<file path="src/rtl/set_assoc_cache_tag_controller_assert.svh">
// assertion macros for the cache tag controller
`ifndef SET_ASSOC_CACHE_TAG_CONTROLLER_ASSERT_SVH
`define SET_ASSOC_CACHE_TAG_CONTROLLER_ASSERT_SVH

// implication checked on every clock edge outside reset
`define SACTC_ASSERT_IMP(lbl, ante, cons, msg) \
  lbl: assert property (@(posedge clk_i) disable iff (!rst_ni) (ante) |-> (cons)) \
    else $error(msg);

// implication whose consequent is checked in the cycle after the antecedent
`define SACTC_ASSERT_NXT(lbl, ante, cons, msg) \
  lbl: assert property (@(posedge clk_i) disable iff (!rst_ni) (ante) |=> (cons)) \
    else $error(msg);

`endif

</file>
<file path="src/rtl/sactc_pkg.sv">
package sactc_pkg;

  localparam int unsigned MaxWays   = 8;
  localparam int unsigned MaxSets   = 64;
  localparam int unsigned CountBits = 16;
  localparam int unsigned WayBits   = 3;
  localparam int unsigned SetBits   = 6;
  localparam int unsigned Depth     = MaxWays * MaxSets;
  localparam int unsigned AddrBits  = 9;

  localparam logic [1:0] RegTotalLines = 2'd0;
  localparam logic [1:0] RegWays       = 2'd1;
  localparam logic [1:0] RegLineBytes  = 2'd2;

  typedef enum logic [9:0] {
    StClear = 10'b0000000001,
    StIdle  = 10'b0000000010,
    StDiv1  = 10'b0000000100,
    StDiv2  = 10'b0000001000,
    StDiv3  = 10'b0000010000,
    StRead  = 10'b0000100000,
    StScan  = 10'b0001000000,
    StWrite = 10'b0010000000,
    StOut   = 10'b0100000000,
    StDiv0  = 10'b1000000000
  } state_e;

  // controller to datapath
  typedef struct packed {
    logic clr_step;
    logic load;
    logic div_start;
    logic div_sel;      // 0 address by line size, 1 block by set count
    logic split1;
    logic split2;
    logic rd_issue;
    logic scan_step;
    logic commit;
    logic out_load;
  } cmd_t;

  // datapath to controller
  typedef struct packed {
    logic clr_done;
    logic div_done;
    logic scan_last;
    logic nsets_done;
  } stat_t;

endpackage

</file>
<file path="src/rtl/sactc_ctrl.sv">
`include "set_assoc_cache_tag_controller_assert.svh"

module sactc_ctrl (
  input  logic              clk_i,
  input  logic              rst_ni,
  input  sactc_pkg::stat_t  stat_i,
  output sactc_pkg::cmd_t   cmd_o,
  input  logic              in_valid_i,
  output logic              in_ready_o,
  output logic              out_valid_o,
  input  logic              out_ready_i
);

  sactc_pkg::state_e st_q, st_d;
  logic ov_q, ov_d;

  always_comb begin
    st_d  = st_q;
    ov_d  = ov_q && !out_ready_i;
    cmd_o = '0;
    in_ready_o = 1'b0;
    unique case (st_q)
      sactc_pkg::StClear: begin
        cmd_o.clr_step = 1'b1;
        if (stat_i.clr_done) st_d = sactc_pkg::StIdle;
      end
      sactc_pkg::StIdle: begin
        in_ready_o = 1'b1;
        if (in_valid_i) begin
          cmd_o.load = 1'b1;
          st_d = sactc_pkg::StDiv0;
        end
      end
      sactc_pkg::StDiv0: begin
        cmd_o.div_start = 1'b1;
        st_d = sactc_pkg::StDiv1;
      end
      sactc_pkg::StDiv1: begin
        if (stat_i.div_done) begin
          cmd_o.split1 = 1'b1;
          st_d = sactc_pkg::StDiv2;
        end
      end
      sactc_pkg::StDiv2: begin
        if (stat_i.nsets_done) begin
          cmd_o.div_start = 1'b1;
          cmd_o.div_sel   = 1'b1;
          st_d = sactc_pkg::StDiv3;
        end
      end
      sactc_pkg::StDiv3: begin
        cmd_o.div_sel = 1'b1;
        if (stat_i.div_done) begin
          cmd_o.split2 = 1'b1;
          st_d = sactc_pkg::StRead;
        end
      end
      sactc_pkg::StRead: begin
        cmd_o.rd_issue = 1'b1;
        st_d = sactc_pkg::StScan;
      end
      sactc_pkg::StScan: begin
        if (stat_i.scan_last) begin
          cmd_o.commit = 1'b1;
          st_d = sactc_pkg::StWrite;
        end else begin
          cmd_o.scan_step = 1'b1;
        end
      end
      sactc_pkg::StWrite: begin
        if (!ov_q) begin
          cmd_o.out_load = 1'b1;
          ov_d = 1'b1;
          st_d = sactc_pkg::StIdle;
        end
      end
      default: st_d = sactc_pkg::StIdle;
    endcase
  end

  always_ff @(posedge clk_i or negedge rst_ni) begin
    if (!rst_ni) begin
      st_q <= sactc_pkg::StClear;
      ov_q <= 1'b0;
    end else begin
      st_q <= st_d;
      ov_q <= ov_d;
    end
  end

  assign out_valid_o = ov_q;

  `SACTC_ASSERT_IMP(a_no_overwrite, cmd_o.out_load, !ov_q, "result overwritten")
  `SACTC_ASSERT_NXT(a_load_leaves, cmd_o.load, st_q == sactc_pkg::StDiv0, "load not followed")
  `SACTC_ASSERT_IMP(a_ready_idle, in_ready_o, st_q == sactc_pkg::StIdle, "ready outside idle")

endmodule

</file>
<file path="config.mk">
export PLATFORM = sky130hd
export DESIGN_NAME = sactc_ctrl
export DESIGN_NICKNAME = d
export VERILOG_FILES = /design/src/rtl/sactc_pkg.sv /design/src/rtl/sactc_ctrl.sv
export VERILOG_INCLUDE_DIRS = /design/src /design/src/rtl
export SDC_FILE = /design/constraint.sdc
export NUM_CORES = 1
export LEC_CHECK = 0
export BUFFER_PORTS_ARGS = -buffer_cell sky130_fd_sc_hd__buf_4
export CAP_MARGIN = 10
export CORE_UTILIZATION = 39
export DETAILED_ROUTE_END_ITERATION = 10
export SLEW_MARGIN = 20
export SYNTH_ARGS = -nofsm -noshare
export SYNTH_HDL_FRONTEND = slang
export SYNTH_SLANG_ARGS = --single-unit
</file>
<file path="constraint.sdc">
create_clock -name clk_i -period 2 [get_ports clk_i]
set_input_delay 0.1 -clock clk_i [delete_from_list [all_inputs] [get_ports clk_i]]
set_output_delay 0.1 -clock clk_i [all_outputs]
set_load 0.03 [all_outputs]
</file>
; Word-level counts from Yosys, hierarchy flattened
; Cells that the tools add are included.
[classes]
reduce_logical = 3
n_eq_ne = 16
mux = 26
[ops]
columns = cell, count
row1 = $pmux 10 s9, 1
row2 = $mux 10, 7
row3 = $mux 1, 14
row4 = $ne 2x2->1 const B, 7
row5 = $eq 10x1->1 const B, 1
row6 = $eq 10x10->1 const B, 1
row7 = $eq 10x2->1 const B, 1
row8 = $eq 10x3->1 const B, 1
row9 = $eq 10x4->1 const B, 1
row10 = $eq 10x5->1 const B, 1
row11 = $eq 10x6->1 const B, 1
row12 = $eq 10x7->1 const B, 1
row13 = $eq 10x8->1 const B, 1
row14 = $reduce_and 7->1, 1
row15 = $mux 2, 2
row16 = $pmux 1 s2, 2
row17 = $logic_and 1x1->1, 1
row18 = $logic_not 1->1, 1
[word_totals]
regBits = 11

; Logic depth before layout (Yosys ltp)
; Gate-level depths: netlist of run 1.
[depth]
word_depth = 4
depth_mapped = 5
mapped_depth_nobuf = 4

; Worst setup path after synthesis of run 1
; Ideal clock, no wire load.
[synth_timing]
path_type = register -> output
start = reg st_q[3]
end = out cmd_o[0] (netlist bit)
required_time_ps = 1900
n_path_buf = 1
stages_incl_launch_ff = 6
t_arrival_ps = 1950
path_slack_ps = -50
cell_sequence = dfrtp_1 > buf_6 > nor4_4 > nand2b_2 > or3_4 > nor3_1
[synth_lines]
columns = element, line
row1 = "start, declared", sactc_ctrl.sv:14  ; sactc_pkg::state_e st_q, st_d;
row2 = "start signal, assigned", sactc_ctrl.sv:83  ; st_q <= sactc_pkg::StClear;
row3 = "start signal, assigned", sactc_ctrl.sv:86  ; st_q <= st_d;
row4 = "end, declared", sactc_ctrl.sv:7  ; output sactc_pkg::cmd_t cmd_o,

==> key figures, run 1 <==
Synthesis
  – Post-synth top area cell: dfrtp_1
  – Netlist cell types: 37
  – Asr flop ratio synth: 100%
  – Main area contributors after synthesis: dfrtp_1, nor4_4, nor3_1, nor2_1, dfstp_2
  – Xor-xnor portion of the synthesized cell area: 2.43%
  – Commonest cells post-synth: dfrtp_1, nor2_1, nor3_1
  – Post-Syn Nets: 88
  – Post-synthesis sequential area ratio: 34.8%
  – Syn. warnings: 0
  – Post-Syn Instances: 80
  – EDFF count, synth: 0
  – Compound-gate portion of the synthesized area: 12.1%
  – Mux cell area share after synthesis: 1.56%
  – Largest family of logic cells by synthesized area: simple AND/OR/NAND/NOR gates
  – Simple-gate portion of the synthesized area: 42.1%
  – Mean Syn Cell Area: 9.02 um2
  – Yosys top cell area share: 31.2%
  – Mapped Area: 722 um2
  – Synth Area in Adders: 0%
  – Predominant post-synthesis flop cell: dfrtp_1
  – Synth Register Bits: 10

STA
  – Setup violations, final: 0
  – Tmin final: 1960 ps
  – Clk_skew: 3.23 ps
  – Unrepaired setup endpoints after global routing: yes
  – Achievable clock frequency: 510 MHz
  – Worst-margin pin slew: 389 ps
  – Worst Hold Slack: 23.6 ps
  – Final Hold Viols: 0
  – Final worst slack: 37.5 ps
  – Max Transition Viols Final: 0
  – Worst slew margin: 73.9%
  – Period utilisation layout: 98.1%

Final layout
  – Ant diodes: 0
  – Register area: 255 um2
  – Nets: 119
  – Area of the multi-input gates: 433 um2
  – Final Instance Area: 1010 um2
  – Filler Cells Inserted: 154
  – Layout area overhead: 40.2%
  – Share of layout cells above drive strength 1: 45.5%

Detailed routing
  – Vias/cell: 5.16
  – DR vias: 696
  – Detail Route Antenna Nets: 0
  – Routed WL: 1.70 mm
  – Per-cell routed wire length: 12.6 um
  – DR DRC count: 0
  – First DRT Iteration DRCs: 21
  – Iteration count of the initial detailed-routing pass: 4

Clocking
  – Clk buf depth: 2
  – Clk Latency, worst-skew pair: 260 ps
  – CTS tree: yes
  – Clock Sinks: 10
  – Clk slew on worst S/H paths: 60 ps
  – Inserted Clock Buffers: 3
  – Root buffer cell: clkbuf_4
  – Htree depth: 1

Floorplan
  – Die ar.: 2030 um2
  – # IOs: 20
  – Die Wd: 45.0 um
  – Initial Util: 41.8%
  – Height of the die: 45.0 um
  – Std cell rows: 15
  – Core area: 1730 um2

Global route
  – Initial antenna violation count: 0
  – All-layer global routing usage: 18.8%
  – Number of global-route vias before repair: 603
  – Largest net degree at the start of global routing: 11
  – Total congestion overflow: 0
  – Global-route wire length before repair: 2.65 mm

Critical path
  – Top fanout value on the critical path: 5
  – Req. time, crit path: 1900 ps
  – Critical path launch point type: register
  – Worst setup EP type: output pin
  – Setup CP Type: register to output pin
  – Data arrival time of the worst path: 1860 ps

Pwr
  – Design Power: 1.11 mW
  – Power Dens Cells: 1100 nW/um2
  – Pleak: 0.461 nW
  – Maximum vdd ir drop: 920 uV

Placed design
  – Cell area after placement: 896 um2
  – Worst slack, placed: 218 ps
  – Port buffer count: 19
  – RD Place Congestion: 0.799
  – Final HPWL DP: 1.19 mm

Min path
  – Worst hold path type: input port to register

Flow run
  – # Max-Cap Violations: 0

Status
  – Status: complete, no violations
==> sequential cells by signal, indices dropped and copies added, names as in the netlist <==
register / flops
out_valid_o: 1
st_q: 9
==> what timing repair did <==
item / in CTS / in global routing
setup buffers: 1 / 5
pin swaps: 1 / 4
hold endpoints to repair: 11 / 0
hold buffers: 2 / 0
endpoints found under the setup margin: 1 / 2
gates resized for setup: 1 / 5
==> placed cells by master, fill, tap and decap left out, types with 2 or more instances in the layout <==
cell type,Yosys,routed
buf_4,0,28
nor2_1,9,9
nor3_1,7,6
dfrtp_1,9,6
inv_1,4,4
o21ai_0,4,4
nor3b_1,3,3
nand2_1,4,3
nand3b_1,3,3
clkbuf_4,0,3
dfrtp_2,0,3
nor4_4,2,2
nand3_1,2,2
nand2_2,1,2
nand2b_1,2,2
and2_1,2,2
a21oi_1,2,2
xor2_1,2,2
dlygate4sd3_1,0,2
==> path summary, 6_finish.rpt <==
kind | start | endpoint | slack (ps) | cells past startpoint
max | st_q[1] | cmd_o[6] | 40 | 5
min reg2reg | out_valid_o | out_valid_o | 590 | 1
max in group asynchronous | rst_ni | st_q[0] | 1580 | 2
min in group asynchronous | rst_ni | out_valid_o | 200 | 2
max reg2reg | st_q[7] | st_q[1] | 330 | 5
min | stat_i[2] | st_q[4] | 20 | 2
==> final cells by class <==
cell class | count | share of cell area [%]
Multi-Input combinational cell | 61 | 42.8
Tap cell | 25 | 3.09
Clock buffer | 4 | 3.58
Sequential cell | 10 | 25.2
Timing Repair Buffer | 31 | 23.9
Inverter | 4 | 1.48
==> power breakdown <==
part,total [mW],internal [mW],switching (mW)
Sequential,0.278,0.235,0.0427
Combinational,0.654,0.310,0.345
Clock,0.179,0.111,0.0684
Total,1.11,0.655,0.456
==> kinds of logic (layout without fill, tap and decap cells) <==
kind of cell           count (synthesis)  after routing
XOR/XNOR                               2              2
multiplexers                           1              1
buffers and inverters                  9             39
flip-flops                            10             10
AND/OR/NAND/NOR                       45             45
AO/OA/AOI/OAI                         13             13
==> worst max-delay path, stage by stage, from the launching register on <==
cell and delay, ps:
dfrtp_2 450, nor4_4 300, nand2_2 120, or4_4 510, nand2_2 90, buf_6 130
==> per-layer routing <==
layer	wire length [um]	vias up	track usage (%)
li1	-	346	-
met1	826	317	27.4
met2	722	31	26.4
met3	145	2	7.20
met4	8	0	3.64
met5	0	-	0
==> per-stage QoR <==
step | util (%) | std cells | setup TNS (ps)
after floorplan | - | 80 | 0
after global placement | 51.9 | 123 | 0
after detailed placement | 51.9 | 123 | 0
after CTS | 55.7 | 130 | 0
after global routing | 58.6 | 135 | -72.5
final | 58.6 | 135 | 0
Note: power is estimated with default switching activity, not from simulation.
==> inputs of run 2 (changes only) <==
Settings changed: SETUP_SLACK_MARGIN set to 0.05.
==> run 2 against run 1 <==
Against the previous run: critical path depth did not move; power rose by 0.64%; flip-flop and latch count did not move; clock skew rose by 0.81 ps; clock power barely moved; die area did not move; via count rose by 6.2%; first-iteration DRC count fell by 4.8%.
==> key figures, run 2 (synthesized netlist as in run 1, its figures left out) <==
Status
  – Status: complete, no violations

Placed design
  – Final HPWL DP: 1.19 mm (unchanged)
  – RD Place Congestion: 0.799 (unchanged)
  – Worst slack, placed: 218 ps (unchanged)
  – Port buffer count: 19 (unchanged)

Detailed routing
  – DR vias: 739 (+6.2%)
  – Iteration count of the initial detailed-routing pass: 4 (unchanged)
  – Vias/cell: 5.32 (+3.1%)
  – Per-cell routed wire length: 13.1 um (+3.9%)
  – Routed WL: 1.82 mm (+6.9%)
  – DR DRC count: 0 (unchanged)
  – First DRT Iteration DRCs: 20 (-4.8%)
  – Detail Route Antenna Nets: 0 (unchanged)

Critical path
  – Critical path launch point type: register
  – Req. time, crit path: 1900 ps (about the same)
  – Reg2Reg Depth: 6 (+1)
  – Worst setup EP type: output pin
  – Reg2Reg Capture Point: st_q[1]
  – Top fanout value on the critical path: 4 (-1)
  – Worst reg2reg path startpoint: st_q[6]
  – Setup CP Type: register to output pin
  – Reg2Reg Setup Slack: 140 ps (-190 ps)
  – Data arrival time of the worst path: 1860 ps (about the same)

Floorplan
  – Die Wd: 45.0 um (unchanged)
  – # IOs: 20 (unchanged)
  – Initial Util: 41.8% (unchanged)
  – Std cell rows: 15 (unchanged)
  – Core area: 1730 um2 (unchanged)
  – Die ar.: 2030 um2 (unchanged)
  – Height of the die: 45.0 um (unchanged)

Clocking
  – Clock Sinks: 10 (unchanged)
  – Clk buf depth: 2 (unchanged)
  – Clk Latency, worst-skew pair: 270 ps (about the same)
  – Clk slew on worst S/H paths: 60 ps (about the same)
  – Inserted Clock Buffers: 3 (unchanged)
  – Root buffer cell: clkbuf_4
  – CTS tree: yes
  – Htree depth: 1 (unchanged)

Pwr
  – Pleak: 0.480 nW (+4.3%)
  – Power Dens Cells: 1080 nW/um2 (-1.5%)
  – Design Power: 1.12 mW (+0.64%)
  – Maximum vdd ir drop: 903 uV (-1.9%)

Global route
  – All-layer global routing usage: 19.4% (+0.67 points)
  – Number of global-route vias before repair: 619 (+2.7%)
  – Initial antenna violation count: 0 (unchanged)
  – Global-route wire length before repair: 2.75 mm (+3.7%)
  – Largest net degree at the start of global routing: 11 (unchanged)
  – Total congestion overflow: 0 (unchanged)

Min path
  – Hold Crit Endpoint: st_q[4]
  – HP Start: stat_i[2]
  – Worst hold path type: input port to register
  – Hold path depth: 2 (unchanged)

Final layout
  – Max reg flops: 9 (unchanged)
  – Share of layout cells above drive strength 1: 46.5% (+1.0 points)
  – Nets: 123 (+3.4%)
  – Largest Register: st_q
  – Ant diodes: 0 (unchanged)
  – Filler Cells Inserted: 148 (-3.9%)
  – Most common cell after layout, fill and taps aside: buf_4
  – Most frequent cells in the layout: buf_4, nor2_1, nor3_1, dfrtp_1
  – Layout area overhead: 43.3%
  – Final core occ: 59.9% (+1.3 points)

Flow run
  – # Max-Cap Violations: 0 (unchanged)

STA
  – Worst Hold Slack: 21.3 ps (-2.27 ps)
  – Max Transition Viols Final: 0 (unchanged)
  – Clk_skew: 4.04 ps (+0.810 ps)
  – Final worst slack: 37.8 ps (+0.343 ps)
  – Setup violations, final: 0 (unchanged)
  – Achievable clock frequency: 510 MHz (about the same)
  – Period utilisation layout: 98.1% (about the same)
  – Worst slew margin: 74.7% (+0.82 points)
  – Setup TNS Final: 0 ps (unchanged)
  – Final Hold Viols: 0 (unchanged)
  – Worst-margin pin slew: 376 ps (-12.2 ps)
  – Tmin final: 1960 ps (-0.343 ps)
  – Unrepaired setup endpoints after global routing: yes
==> run 2: changes by cell type in the layout (fill, tap and decap cells not counted), sizes merged <==
| cell | change |
|---|---|
| buf | +4 |
==> run 2: per-stage QoR <==
step / cell area, um2 / std cells
6_report: 1030 / 139
5_1_grt: 1030 / 139
4_1_cts: 985 / 133
3_5_place_dp: 896 / 123
3_3_place_gp: 896 / 123
2_1_floorplan: 727 / 80
==> run 2: layout make-up <==
cell class,instances,area [um2],share of cell area [%]
multi-input cells,61,425,41.1
flip-flops and latches,10,255,24.7
inverters,4,15.0,1.45
repair buffers,35,272,26.2
clock buffers,4,36.3,3.51
well taps,25,31.3,3.02
==> run 2: worst max path at each step <==
stage | startpoint | end | slack (ps) | cells past startpoint
final | st_q[6] | cmd_o[6] | 40 | 5
after global routing | st_q[6] | cmd_o[6] | -3 | 5
after CTS | st_q[6] | cmd_o[6] | 40 | 5
after detailed placement | st_q[6] | cmd_o[6] | 220 | 5
after global placement | st_q[6] | cmd_o[6] | 250 | 5
after floorplan | st_q[3] | st_q[0] | 150 | 5
==> run 2: timing repair <==
item / CTS / global route
endpoints found under the hold margin: 11 / 0
resized for setup: 2 / 2
buffers inserted: 4 / 6
hold buffers: 2 / 0
pin swaps: 2 / 4
endpoints found under the setup margin: 2 / 3
==> run 2: power breakdown <==
| part | total [mW] | leakage [nW] | internal (mW) | switching (mW) |
|---|---|---|---|---|
| clock network | 0.180 | 0.0210 | 0.111 | 0.0691 |
| logic | 0.655 | 0.332 | 0.309 | 0.346 |
| registers | 0.283 | 0.127 | 0.233 | 0.0506 |
| total | 1.12 | 0.480 | 0.652 | 0.466 |
==> run 2: layer usage <==
| metal | track usage (%) | wire (um) |
|---|---|---|
| met5 | 0 | 0 |
| met4 | 3.64 | 16 |
| met3 | 7.20 | 134 |
| met2 | 27.2 | 792 |
| met1 | 28.6 | 876 |
==> run 2: worst max-delay path, stage by stage, from the launching register on <==
cell and delay, ps:
dfrtp_2 430, nor4_4 310, nand2_2 120, or4_4 500, nand2_1 100, buf_6 130
